## src/hw/rtl/jrid_pkg.sv

```systemverilog
package jrid_pkg;

    // Scan phases of the key search and value copy.
    localparam logic [2:0] PH_SEARCH = 3'd0;
    localparam logic [2:0] PH_COLON  = 3'd1;
    localparam logic [2:0] PH_VALWS  = 3'd2;
    localparam logic [2:0] PH_QUOTED = 3'd3;
    localparam logic [2:0] PH_BARE   = 3'd4;
    localparam logic [2:0] PH_DONE   = 3'd5;

    localparam logic [7:0] CH_QUOTE  = 8'h22;
    localparam logic [7:0] CH_BSLASH = 8'h5C;
    localparam logic [7:0] CH_COLON  = 8'h3A;
    localparam logic [7:0] CH_COMMA  = 8'h2C;
    localparam logic [7:0] CH_LBRACE = 8'h7B;
    localparam logic [7:0] CH_RBRACE = 8'h7D;
    localparam logic [7:0] CH_RBRACK = 8'h5D;
    localparam logic [7:0] CH_SPACE  = 8'h20;
    localparam logic [7:0] CH_TAB    = 8'h09;
    localparam logic [7:0] CH_LF     = 8'h0A;
    localparam logic [7:0] CH_CR     = 8'h0D;
    localparam logic [7:0] CH_I      = 8'h69;
    localparam logic [7:0] CH_D      = 8'h64;

    // Entry 0 holds the first character.
    localparam logic [3:0][7:0] NULL_TEXT = {8'h6C, 8'h6C, 8'h75, 8'h6E};

    localparam logic [7:0] MAX_ID_RESET = 8'd63;
    localparam int         MAX_RESULTS  = 4;

    typedef struct packed {
        logic [7:0] data;
        logic       last;
        logic       missing;
    } result_t;

    typedef struct packed {
        result_t [MAX_RESULTS-1:0] ent;
        logic [2:0]                cnt;
    } bundle_t;

    typedef struct packed {
        logic [2:0] phase;
        logic [1:0] kpos;
        logic [7:0] prev;
        logic       start;
        logic [7:0] count;
        logic [7:0] pend_byte;
        logic       pend_valid;
    } scan_state_t;

    localparam scan_state_t SCAN_RESET = '{
        phase:      PH_SEARCH,
        kpos:       2'd0,
        prev:       8'd0,
        start:      1'b1,
        count:      8'd0,
        pend_byte:  8'd0,
        pend_valid: 1'b0
    };

    function automatic logic is_ws(input logic [7:0] c);
        return (c == CH_SPACE) || (c == CH_TAB) || (c == CH_LF) || (c == CH_CR);
    endfunction

endpackage

```

## src/hw/rtl/jrid_step.sv

```systemverilog
module jrid_step
(
    input  jrid_pkg::scan_state_t cur_state,
    input  logic [7:0]            in_byte,
    input  logic                  in_last,
    input  logic [7:0]            max_id_chars,
    output jrid_pkg::scan_state_t state_next,
    output jrid_pkg::bundle_t     bundle_next
);

    // Returns {key complete, new match position}.
    function automatic logic [2:0] key_step(input logic [1:0] kp, input logic [7:0] c,
                                            input logic [7:0] prev, input logic start);
        logic [2:0] r;
        r = 3'b000;
        if (c == jrid_pkg::CH_QUOTE)
        begin
            if (kp == 2'd3)
                r = 3'b100;
            else if (start || prev == jrid_pkg::CH_LBRACE || prev == jrid_pkg::CH_COMMA ||
                     jrid_pkg::is_ws(prev))
                r = 3'b001;
        end
        else if (kp == 2'd1 && c == jrid_pkg::CH_I)
            r = 3'b010;
        else if (kp == 2'd2 && c == jrid_pkg::CH_D)
            r = 3'b011;
        return r;
    endfunction

    jrid_pkg::scan_state_t s;
    logic       ws;
    logic       term;
    logic [2:0] ks;
    logic       bare_now;
    logic       do_push;
    logic       do_fin;
    logic       nul;
    logic       e0_v;
    logic [7:0] e0_b;
    logic       e1_v;
    logic [7:0] e1_b;
    logic [7:0] count_inc;
    logic [2:0] null_cnt;

    always_comb
    begin
        s        = cur_state;
        ws       = jrid_pkg::is_ws(in_byte);
        term     = ws || in_byte == jrid_pkg::CH_COMMA || in_byte == jrid_pkg::CH_RBRACE ||
                   in_byte == jrid_pkg::CH_RBRACK;
        ks       = 3'b000;
        bare_now = 1'b0;
        do_push  = 1'b0;
        do_fin   = 1'b0;
        nul      = 1'b0;
        e0_v     = 1'b0;
        e0_b     = 8'd0;
        e1_v     = 1'b0;
        e1_b     = 8'd0;
        // A push only happens below the limit, so this never wraps when used.
        count_inc = cur_state.count + 8'd1;

        case (cur_state.phase)
            jrid_pkg::PH_SEARCH:
            begin
                ks = key_step(cur_state.kpos, in_byte, cur_state.prev, cur_state.start);
                if (ks[2])
                begin
                    s.phase = jrid_pkg::PH_COLON;
                    s.kpos  = 2'd0;
                end
                else
                    s.kpos = ks[1:0];
            end
            jrid_pkg::PH_COLON:
            begin
                if (ws)
                    s.phase = jrid_pkg::PH_COLON;
                else if (in_byte == jrid_pkg::CH_COLON)
                    s.phase = jrid_pkg::PH_VALWS;
                else
                begin
                    // The breaking byte restarts the key search on its own.
                    ks = key_step(2'd0, in_byte, cur_state.prev, cur_state.start);
                    s.phase = ks[2] ? jrid_pkg::PH_COLON : jrid_pkg::PH_SEARCH;
                    s.kpos  = ks[2] ? 2'd0 : ks[1:0];
                end
            end
            jrid_pkg::PH_VALWS:
            begin
                if (ws)
                    s.phase = jrid_pkg::PH_VALWS;
                else if (in_byte == jrid_pkg::CH_QUOTE)
                begin
                    if (max_id_chars == 8'd0)
                        s.phase = jrid_pkg::PH_DONE;
                    else
                    begin
                        s.phase = jrid_pkg::PH_QUOTED;
                        do_push = 1'b1;
                        do_fin  = count_inc >= max_id_chars;
                    end
                end
                else
                begin
                    s.phase  = jrid_pkg::PH_BARE;
                    bare_now = 1'b1;
                end
            end
            jrid_pkg::PH_QUOTED:
            begin
                if (cur_state.count >= max_id_chars)
                    do_fin = 1'b1;
                else
                begin
                    do_push = 1'b1;
                    do_fin  = (in_byte == jrid_pkg::CH_QUOTE &&
                               cur_state.prev != jrid_pkg::CH_BSLASH) ||
                              count_inc >= max_id_chars;
                end
            end
            jrid_pkg::PH_BARE:
                bare_now = 1'b1;
            default:
                s.phase = cur_state.phase;
        endcase

        if (bare_now)
        begin
            if (term || cur_state.count >= max_id_chars)
            begin
                if (cur_state.count == 8'd0)
                begin
                    nul     = 1'b1;
                    s.phase = jrid_pkg::PH_DONE;
                end
                else
                    do_fin = 1'b1;
            end
            else
            begin
                do_push = 1'b1;
                do_fin  = count_inc >= max_id_chars;
            end
        end

        if (do_push)
        begin
            if (s.pend_valid)
            begin
                e0_v = 1'b1;
                e0_b = s.pend_byte;
            end
            s.pend_byte  = in_byte;
            s.pend_valid = 1'b1;
            s.count      = count_inc;
        end

        // End of message closes whatever is still open.
        if (in_last)
        begin
            case (s.phase)
                jrid_pkg::PH_SEARCH, jrid_pkg::PH_COLON, jrid_pkg::PH_VALWS:
                    nul = 1'b1;
                jrid_pkg::PH_QUOTED:
                    do_fin = 1'b1;
                jrid_pkg::PH_BARE:
                begin
                    if (s.count == 8'd0)
                        nul = 1'b1;
                    else
                        do_fin = 1'b1;
                end
                default:
                    nul = nul;
            endcase
        end

        if (do_fin)
        begin
            if (s.pend_valid)
            begin
                e1_v = 1'b1;
                e1_b = s.pend_byte;
            end
            s.pend_valid = 1'b0;
            s.phase      = jrid_pkg::PH_DONE;
        end

        s.prev  = in_byte;
        s.start = 1'b0;
        if (in_last)
            s = jrid_pkg::SCAN_RESET;
        state_next = s;

        null_cnt    = (max_id_chars < 8'd4) ? max_id_chars[2:0] : 3'd4;
        bundle_next = '0;
        if (nul)
        begin
            bundle_next.cnt = null_cnt;
            for (int i = 0; i < jrid_pkg::MAX_RESULTS; i++)
            begin
                bundle_next.ent[i].data    = jrid_pkg::NULL_TEXT[i];
                bundle_next.ent[i].last    = (3'(i) + 3'd1) == null_cnt;
                bundle_next.ent[i].missing = 1'b1;
            end
        end
        else if (e0_v)
        begin
            bundle_next.ent[0].data = e0_b;
            bundle_next.ent[1].data = e1_b;
            bundle_next.ent[1].last = 1'b1;
            bundle_next.cnt         = e1_v ? 3'd2 : 3'd1;
        end
        else if (e1_v)
        begin
            bundle_next.ent[0].data = e1_b;
            bundle_next.ent[0].last = 1'b1;
            bundle_next.cnt         = 3'd1;
        end
    end

endmodule

```

## src/hw/rtl/json_rpc_id_extract_top.sv

```systemverilog
// Channel   Handshake            Payload
// in        in_valid / in_stall  in_byte[7:0], in_last
// out       out_valid/ out_stall out_byte[7:0], out_last, id_missing
// cfg       cfg_we               cfg_data[7:0] (max_id_chars, reset 63)
//
// A byte enters an input register, then one scan step moves it into a result
// register that holds up to four result bytes, drained one per cycle unless
// stalled. One input transaction per cycle is sustained while each byte yields
// at most one result and no stall; a "null" default gives up to four bytes.
// Reset clears the scan state and both registers; max_id_chars returns to 63.
// The input register still takes one transaction while a result is stalled.
module json_rpc_id_extract_top
(
    input  logic       clk,
    input  logic       rst_n,
    input  logic       in_valid,
    output logic       in_stall,
    input  logic [7:0] in_byte,
    input  logic       in_last,
    output logic       out_valid,
    input  logic       out_stall,
    output logic [7:0] out_byte,
    output logic       out_last,
    output logic       id_missing,
    input  logic       cfg_we,
    input  logic [7:0] cfg_data
);

    logic [7:0]            max_id_reg;
    logic                  in_valid_reg;
    logic                  in_valid_next;
    logic [7:0]            in_byte_reg;
    logic                  in_last_reg;
    jrid_pkg::scan_state_t st_reg;
    jrid_pkg::scan_state_t st_next;
    jrid_pkg::bundle_t     bundle_next;
    jrid_pkg::result_t [jrid_pkg::MAX_RESULTS-1:0] ent_reg;
    logic [2:0]            cnt_reg;
    logic [2:0]            cnt_next;
    logic [1:0]            head_reg;
    logic [1:0]            head_next;
    logic                  in_acc;
    logic                  out_acc;
    logic                  advance;

    jrid_step u_step
    (
        .cur_state    (st_reg),
        .in_byte      (in_byte_reg),
        .in_last      (in_last_reg),
        .max_id_chars (max_id_reg),
        .state_next   (st_next),
        .bundle_next  (bundle_next)
    );

    assign out_valid  = cnt_reg != 3'd0;
    assign out_byte   = ent_reg[head_reg].data;
    assign out_last   = ent_reg[head_reg].last;
    assign id_missing = ent_reg[head_reg].missing;
    assign out_acc    = out_valid && !out_stall;

    // The held byte steps once the result register is empty or empties now.
    assign advance  = in_valid_reg && (cnt_reg == 3'd0 || (cnt_reg == 3'd1 && out_acc));
    assign in_stall = in_valid_reg && !advance;
    assign in_acc   = in_valid && !in_stall;

    always_comb
    begin
        in_valid_next = in_valid_reg;
        if (in_acc)
            in_valid_next = 1'b1;
        else if (advance)
            in_valid_next = 1'b0;

        cnt_next  = cnt_reg;
        head_next = head_reg;
        if (advance)
        begin
            cnt_next  = bundle_next.cnt;
            head_next = 2'd0;
        end
        else if (out_acc)
        begin
            cnt_next  = cnt_reg - 3'd1;
            head_next = head_reg + 2'd1;
        end
    end

    always_ff @(posedge clk or negedge rst_n)
    begin
        if (!rst_n)
        begin
            max_id_reg   <= jrid_pkg::MAX_ID_RESET;
            in_valid_reg <= 1'b0;
            st_reg       <= jrid_pkg::SCAN_RESET;
            cnt_reg      <= 3'd0;
            head_reg     <= 2'd0;
        end
        else
        begin
            if (cfg_we)
                max_id_reg <= cfg_data;
            in_valid_reg <= in_valid_next;
            if (advance)
                st_reg <= st_next;
            cnt_reg  <= cnt_next;
            head_reg <= head_next;
        end
    end

    always_ff @(posedge clk)
    begin
        if (in_acc)
        begin
            in_byte_reg <= in_byte;
            in_last_reg <= in_last;
        end
        if (advance)
            ent_reg <= bundle_next.ent;
    end

    a_done_no_pending: assert property (@(posedge clk) disable iff (!rst_n)
        st_reg.phase == jrid_pkg::PH_DONE |-> !st_reg.pend_valid)
        else $error("held byte left over after the id was closed");

    a_pending_counted: assert property (@(posedge clk) disable iff (!rst_n)
        st_reg.pend_valid |-> st_reg.count != 8'd0)
        else $error("held byte without a copied count");

    a_last_resets: assert property (@(posedge clk) disable iff (!rst_n)
        advance && in_last_reg |=> st_reg.phase == jrid_pkg::PH_SEARCH && st_reg.start)
        else $error("scan state not returned to start after the final byte");

    a_drain_count: assert property (@(posedge clk) disable iff (!rst_n)
        out_acc && !advance |=> cnt_reg == $past(cnt_reg) - 3'd1)
        else $error("result count did not drop by one on an output transaction");

    a_null_text: assert property (@(posedge clk) disable iff (!rst_n)
        out_valid && id_missing |-> out_byte == jrid_pkg::NULL_TEXT[0] ||
        out_byte == jrid_pkg::NULL_TEXT[1] || out_byte == jrid_pkg::NULL_TEXT[2])
        else $error("default id byte outside the null text");

endmodule
```

## config.mk

```make
export PLATFORM = sky130hd
export DESIGN_NAME = json_rpc_id_extract_top
export DESIGN_NICKNAME = d
export VERILOG_FILES = /design/src/hw/rtl/jrid_pkg.sv /design/src/hw/rtl/jrid_step.sv /design/src/hw/rtl/json_rpc_id_extract_top.sv
export SDC_FILE = /design/constraint.sdc
export NUM_CORES = 1
export LEC_CHECK = 0
export ABC_AREA = 1
export BUFFER_PORTS_ARGS = -buffer_cell sky130_fd_sc_hd__buf_4
export CAP_MARGIN = 20
export CORE_MARGIN = 10
export CORE_UTILIZATION = 50
export CTS_BUF_LIST = sky130_fd_sc_hd__clkbuf_8
export DETAILED_ROUTE_END_ITERATION = 6
export PLACE_DENSITY_LB_ADDON = 0.08
export SLEW_MARGIN = 40
export SYNTH_ARGS = -nofsm -noshare
export SYNTH_HDL_FRONTEND = slang
export SYNTH_HIERARCHICAL = 1
export SYNTH_SLANG_ARGS = --single-unit
```

## constraint.sdc

```tcl
create_clock -name clk -period 4 [get_ports clk]
set_input_delay 0.8 -clock clk [delete_from_list [all_inputs] [get_ports clk]]
set_output_delay 0.8 -clock clk [all_outputs]
set_load 0.05 [all_outputs]
```

==> results of run 1 <==
layout make-up:
type,instances,area (um2),share of cell area
Clock buffer,9,123.9,0.02003
Clock inverter,7,65.06,0.01052
Inverter,78,292.8,0.04735
Multi-Input combinational cell,528,2626,0.4247
Sequential cell,94,2606,0.4215
Tap cell,143,178.9,0.02894
Timing Repair Buffer,37,290.3,0.04694
layer usage:
metal | share of wire | routed length (um) | vias up
li1 | - | - | 2366
met1 | 0.48 | 5917 | 2132
met2 | 0.46 | 5615 | 96
met3 | 0.036 | 440 | 28
met4 | 0.029 | 356 | 0
met5 | 0 | 0 | -
report_power, final:
| part | leakage, nW | switching, mW | internal, mW |
|---|---|---|---|
| Combinational | 1.79 | 1.13 | 0.423 |
| Sequential | 1.03 | 0.125 | 1.35 |
| Clock | 0.102 | 0.349 | 0.286 |
timing repair:
action | CTS | global route
setup buffers | 0 | 0
resized for setup | 0 | 1
endpoints found under the setup margin | 0 | 2
synth_stat cells:
cell	count
a211oi_1	1
a21o_1	1
a21oi_1	11
a21oi_2	1
a221oi_1	1
a31oi_1	1
a41oi_1	1
and3_1	1
buf_1	1
buf_12	1
buf_2	1
buf_4	24
buf_6	6
clkbuf_1	11
conb_1	1
dfrtp_1	38
dfstp_2	7
edfxtp_1	49
ha_1	23
inv_1	66
inv_2	12
mux2_2	8
nand2_1	211
nand2_2	18
nand2_4	7
nand3_1	49
nand4_1	7
nor2_1	109
nor2_2	3
nor2_4	2
nor3_1	1
nor3_2	2
nor4_1	3
o2111ai_1	1
o21ai_0	38
o21ai_1	1
o21bai_1	1
o22ai_1	11
o22ai_2	1
or2_2	1
xor2_1	5
worst max-delay path: stages (launching register included):
cell and delay (ns):
dfstp_2 0.57, inv_1 0.09, ha_1 0.30, nand2_1 0.07, nand2_1 0.05, nand2_1 0.05, nand2_1 0.05, nand2_1 0.07
nand3_1 0.13, nor2_4 0.17, nand2_4 0.11, nand2_4 0.27, nand2_1 0.09, nand2_1 0.10, nand2_1 0.06, nor2_1 0.16
nand2_1 0.10, nand2_1 0.07, nand2_1 0.06, nand2_2 0.07, nand2_4 0.11, inv_1 0.13, nor2_1 0.07, ha_1 0.28
o21ai_0 0.15, nand2_1 0.07, nand2_1 0.09
kinds of logic after synthesis:
logic type | count (synthesis) | synth area share
other cells | 1 | 0.0006447
mux | 8 | 0.01549
compound gates | 70 | 0.06797
simple gates | 414 | 0.3059
fa+ha+maj | 23 | 0.04947
flops | 94 | 0.4481
xor+xnor | 5 | 0.007528
buf+inv | 122 | 0.1050
layout by cell type (no fill, tap or decap), types with 2 or more instances in the layout:
cell	count
inv_2	12
nand2_1	211
dfrtp_1	38
o21ai_0	37
a21oi_1	11
nor4_1	3
edfxtp_1	49
dfstp_2	7
mux2_2	8
nand2_2	18
o21ai_1	2
clkinv_2	2
conb_1	8
inv_1	67
nor2_2	3
o22ai_1	11
nor2_4	2
xor2_1	5
buf_4	36
ha_1	23
clkbuf_8	9
nor2_1	109
nand3_1	49
nor3_2	2
nand2_4	7
nand4_1	7
worst min path at each step:
stage	slack [ns]	cells past startpoint	startpoint	endpoint
after global placement	0.46	2	st_reg[17]	st_reg[17]
after detailed placement	0.46	2	st_reg[17]	st_reg[17]
after floorplan	0.45	2	st_reg[17]	st_reg[17]
after global routing	0.47	1	rst_n	st_reg[26]
after CTS	0.45	1	rst_n	in_valid_reg
final	0.43	1	rst_n	st_reg[26]
==> results_dict.tcl, run 1 <==
set metrics [dict create \
    ys_seq_area_frac 0.4481 \
    setup_viol 0 \
    fin_nets 793 \
    worstSetupStartpointType "flip-flop" \
    dp_cells 880 \
    irDropWorstVdd_mv 0.5354 \
    ff2ff_setup_slack_ns 0.37 \
    die_w_um 127.9 \
    die-area_mm2 0.01635 \
    drcViolationCount 0 \
    fmax_mhz 275.8 \
    fin_area_mm2 0.006183 \
    syn_area_mm2 0.005817 \
    overflow 0 \
    clkTransAtPathRegs_ns 0.10 \
    total_power_mw 3.666 \
    avgSynthCellArea_um2 7.893 \
    synth_top_area_cell "edfxtp_1" \
    grt_use_total 0.1572 \
    ys_types 41 \
    fin_ws_ns 0.3744 \
    drt-wirelength-per-cell_um 13.76 \
    cts_tree "built" \
    die_h_um 127.9 \
    setup.worst_path.class "flip-flop to flip-flop" \
    met2_usage 0.2538 \
    whs_ns 0.4256 \
    slew_headroom 0.5957 \
    htree_levels 3 \
    dp_hpwl_um 8790 \
    stdcell_count 896 \
    largest_register_ff_count 40 \
    gp_congestion 0.8669 \
    area_growth_pct 6.302 \
    cp-startpoint "max_id_reg[1]" \
    rsz0062_at_grt "no" \
    worstSetupEndpoint "cnt_reg[0]" \
    ios 34 \
    grt_busiest_layer "met2" \
    tightest_slew_ns 0.6065 \
    status "complete, no violations" \
    hold_viol 0 \
    synth_area_leaders "edfxtp_1 (25%), dfrtp_1 (16%), nand2_1 (14%)" \
    num_antenna_cells 0 \
    setup.worst_path.end_class "flip-flop" \
    fin_crit_ns 3.626 \
    vias 4622 \
    max_cap_violations 0 \
    grt_pass1_vias 4541 \
    io_buffers 33 \
    netlist_instances 737 \
    cts_buffer_depth 2 \
    post_dp_cell_area_mm2 0.005995 \
    ys_seq_elements 94 \
    grtUsageMet3 0.02771 \
    critPathArrivalTime_ns 3.94 \
    hold_buffers 0 \
    dpl_worst_slack_ns 0.3961 \
    crit_required_ns 4.32 \
    cts_buffers 9 \
    worstPathMaxFanout 31 \
    grt_pass1_wl_um 21300 \
    worstReg2RegEnd "cnt_reg[0]" \
    antenna_found_initial 0 \
    clock_latency_ns 0.38 \
    viasPerCell 5.158 \
    slew_violations 0 \
    fillCellCount 1089 \
    grt_util_met1 0.1992 \
    rows 39 \
    synth_warnings 6 \
    min_path_type "input pin to asynchronous set/reset pin" \
    power.leakage_nw 2.923 \
    clock_skew_ns 0.01301 \
    synth.top_cell.area_share 0.2530 \
    ff2ff_path_depth 26 \
    fin_util 0.5415 \
    start_util 0.5094 \
    power_density_mw_per_mm2 592.9 \
    setup_tns_ns 0 \
    root_buffer "clkbuf_8" \
    drt-total-wl_um 12330 \
    drive_gt1_frac 0.1501 \
    r2r-start "max_id_reg[1]" \
    timing.final.crit_share 0.9064 \
    drt-pass1-iter-count 5 \
    core_area_mm2 0.01142 \
    drtIter0Drc 311 \
    grt_max_degree 47 \
    clock_sinks 94 \
    postRouteAntennaNets 0 \
]
(Power assumes the default switching activity.)
==> run 2, diff against run 1 <==
ABC_AREA = unset   (was 1)
BUFFER_PORTS_ARGS = unset   (was -buffer_cell sky130_fd_sc_hd__buf_4)
DONT_BUFFER_PORTS = 1   (was unset)
SETUP_SLACK_MARGIN = 0.4   (was unset)
==> run 2 against run 1 <==
Compared with the run above:
- core utilization up 2.6 points
- die area up 0.60%
- fmax up 5.8%
- combinational power down 17%
- via count down 13%
- synthesized cell count down 28%
- sequential share of layout area down 2.0 points
- first-iteration DRC count up 7.4%
- highest routed layer unchanged
==> results_dict.tcl, run 2 <==
set metrics [dict create \
    vias 4018 \
    drt-pass1-iter-count 4 \
    hold_buffers 0 \
    synth_top_area_cell "edfxtp_1" \
    switchingPower_mw 1.375 \
    yosysMostFrequentCell "edfxtp_1" \
    regArea_mm2 0.002616 \
    setup_viol 0 \
    clock_latency_ns 0.39 \
    clkPwrFrac 0.181 \
    tightest_slew_ns 0.7813 \
    synth_top_family_by_area "simple AND/OR/NAND/NOR gates" \
    final_cell_mix "edfxtp_1 (49), nand2_1 (43), buf_4 (37), nor2_1 (30), dfrtp_1 (30)" \
    core_area_mm2 0.01147 \
    grt_max_degree 49 \
    internal_power_mw 2.048 \
    postRouteAntennaNets 0 \
    critPathArrivalTime_ns 3.69 \
    dp_hpwl_um 9066 \
    fillCellCount 980 \
    slowest_delay_ns 0.59 \
    mostFrequentLayoutCell "edfxtp_1" \
    ys_seq_area_frac 0.4449 \
    crit_slowest_cell "dfstp_2" \
    synth.top_cell.area_share 0.2512 \
    rows 39 \
    cp_num_buf_inv 0 \
    ff2ff_setup_slack_ns 0.57 \
    min_path_type "input pin to asynchronous set/reset pin" \
    clock_sinks 94 \
    synth_common_cells "edfxtp_1 (49), nand2_1 (45), dfrtp_1 (38), a21oi_1 (31), nor2_1 (31)" \
    worstPathMaxFanout 4 \
    cts_buffers 9 \
    num_antenna_cells 0 \
    power_frac_comb 0.378 \
    drive_gt1_frac 0.3185 \
    htree_levels 3 \
    viasPerCell 5.883 \
    switching_share 0.4016 \
    synth_xor_area_frac 0.01944 \
    fin_crit_ns 3.427 \
    max_cap_violations 0 \
    clock_skew_ns 0.01921 \
    io_buffers 0 \
    start_util 0.5109 \
    power_density_mw_per_mm2 525.9 \
    root_buffer "clkbuf_8" \
    ys_async_sr_fraction 0.4787 \
    gp_congestion 0.9735 \
    slew_headroom 0.4791 \
    die-area_mm2 0.01645 \
    ios 34 \
    status "complete, no violations" \
    ys_dominant_reg_cell "edfxtp_1" \
    synthAdderAreaFrac 0.04912 \
    synth_edf_count 49 \
    worstSetupStartpointType "flip-flop" \
    synth_mux_area_frac 0.1418 \
    crit_required_ns 4.27 \
    syn_area_mm2 0.005858 \
    hold_viol 0 \
    synth_area_leaders "edfxtp_1 (25%), dfrtp_1 (16%), mux2_4 (6.9%)" \
    pwr-share-seq 0.441 \
    ys_seq_elements 94 \
    setup.worst_path.class "flip-flop to flip-flop" \
    synthSimpleGateAreaFrac 0.1572 \
    avgSynthCellArea_um2 11.09 \
    grt_pass1_wl_um 20790 \
    ff2ff_path_depth 13 \
    setup_tns_ns 0 \
    fin_nets 580 \
    drtIter0Drc 334 \
    irDropWorstVdd_mv 0.6168 \
    setup.worst_path.end_class "flip-flop" \
    largest_register_ff_count 40 \
    cp_cell_sequence "ha_4 -> nand2b_4 -> a2111oi_4 -> nor4_4 -> or4_4 -> nor3_2 -> o32ai_4 -> a22oi_2 -> nor2_2 -> ha_1 -> mux2i_1 -> a2111oi_2 -> a31oi_1" \
    power.leakage_nw 2.487 \
    critPathTopFamily "compound AO/OA/AOI/OAI gates" \
    cts_buffer_depth 2 \
    grt_pass1_vias 3941 \
    timing.final.crit_share 0.8567 \
    r2r-start "max_id_reg[0]" \
    die_h_um 128.2 \
    grt_use_total 0.1588 \
    netlist_instances 528 \
    drt-wirelength-per-cell_um 19.18 \
    fin_util 0.5676 \
    rsz0062_at_grt "yes" \
    drcViolationCount 0 \
    fmax_mhz 291.8 \
    antenna_found_initial 0 \
    area_growth_pct 11.11 \
    drt-total-wl_um 13100 \
    worstReg2RegEnd "cnt_reg[0]" \
    overflow 0 \
    synth-compound-area-share 0.1158 \
    cts_tree "built" \
    multiInputGateArea_mm2 0.003126 \
    slew_violations 0 \
    ys_types 72 \
    clkTransAtPathRegs_ns 0.11 \
    synth_warnings 6 \
    die_w_um 128.2 \
]
==> run 2: cell type report <==
class	count	share of cell area
Clock buffer	9	0.01903
Clock inverter	7	0.01019
Inverter	30	0.01845
Multi-Input combinational cell	363	0.4802
Sequential cell	94	0.4020
Tap cell	143	0.02749
Timing Repair Buffer	37	0.04268
==> run 2: worst register-to-register path, delay by kind of cell, from the launching register on <==
kind | cells | cell delay [ns]
AOI/OAI and AO/OA | 5 | 1.10
and+or+nand+nor | 5 | 1.06
DFF | 1 | 0.59
adders and majority gates | 2 | 0.49
muxes | 1 | 0.07
==> run 2: timing repair <==
item,CTS,global route
resized for setup,7,44
setup buffers,0,18
pin swaps,2,18
endpoints found under the setup margin,2,10
==> run 2: how the worst max path moves through the flow <==
stage / from / end / slack (ns) / depth (start not counted)
2_1_floorplan: st_reg[9] / cnt_reg[0] / 0.42 / 15
3_3_place_gp: st_reg[11] / cnt_reg[0] / 0.40 / 14
3_5_place_dp: st_reg[9] / cnt_reg[0] / 0.24 / 15
4_1_cts: st_reg[10] / cnt_reg[0] / 0.41 / 13
5_1_grt: st_reg[9] / cnt_reg[0] / 0.35 / 16
6_report: max_id_reg[0] / cnt_reg[0] / 0.57 / 13
==> run 2: power by group through the flow <==
stage | clock [mW] | combinational (mW) | sequential, mW
global route | 0.677 | 1.39 | 1.55
detailed placement | 0 | 1.27 | 1.54
global placement | 0 | 1.25 | 1.53
floorplan | 0 | 1.19 | 1.43
CTS | 0.634 | 1.28 | 1.52
finish | 0.618 | 1.30 | 1.51
==> run 2: cells by family (layout without fill, tap and decap cells) <==
kind of cell	Yosys count	after routing
AND/OR/NAND/NOR	164	164
XOR/XNOR	13	13
AO/OA/AOI/OAI	100	100
buffers and inverters	78	83
flip-flops	94	94
adder cells (fa/ha/maj)	23	23
multiplexers	55	55
other	1	8
==> run 2: routing by layer <==
metal	up-vias	share of wire	global-route usage
li1	1928	-	-
met1	2003	0.49	0.2254
met2	78	0.45	0.2282
met3	9	0.049	0.04012
met4	0	0.012	0.05629
met5	-	0	0
==> run 2: per-stage QoR <==
| stage | cell area, um2 | hold WS (ns) | setup slack [ns] | instances | power (mW) |
|---|---|---|---|---|---|
| 4_1_cts | 6142 | 0.07576 | 0.4058 | 665 | 3.431 |
| 3_3_place_gp | 5927 | 0.5072 | 0.3971 | 649 | 2.783 |
| 5_1_grt | 6509 | 0.07060 | 0.3464 | 683 | 3.622 |
| 2_1_floorplan | 5911 | 0.4800 | 0.4233 | 535 | 2.625 |
| 6_report | 6509 | 0.09206 | 0.5730 | 683 | 3.423 |
| 3_5_place_dp | 5927 | 0.5068 | 0.2446 | 649 | 2.813 |
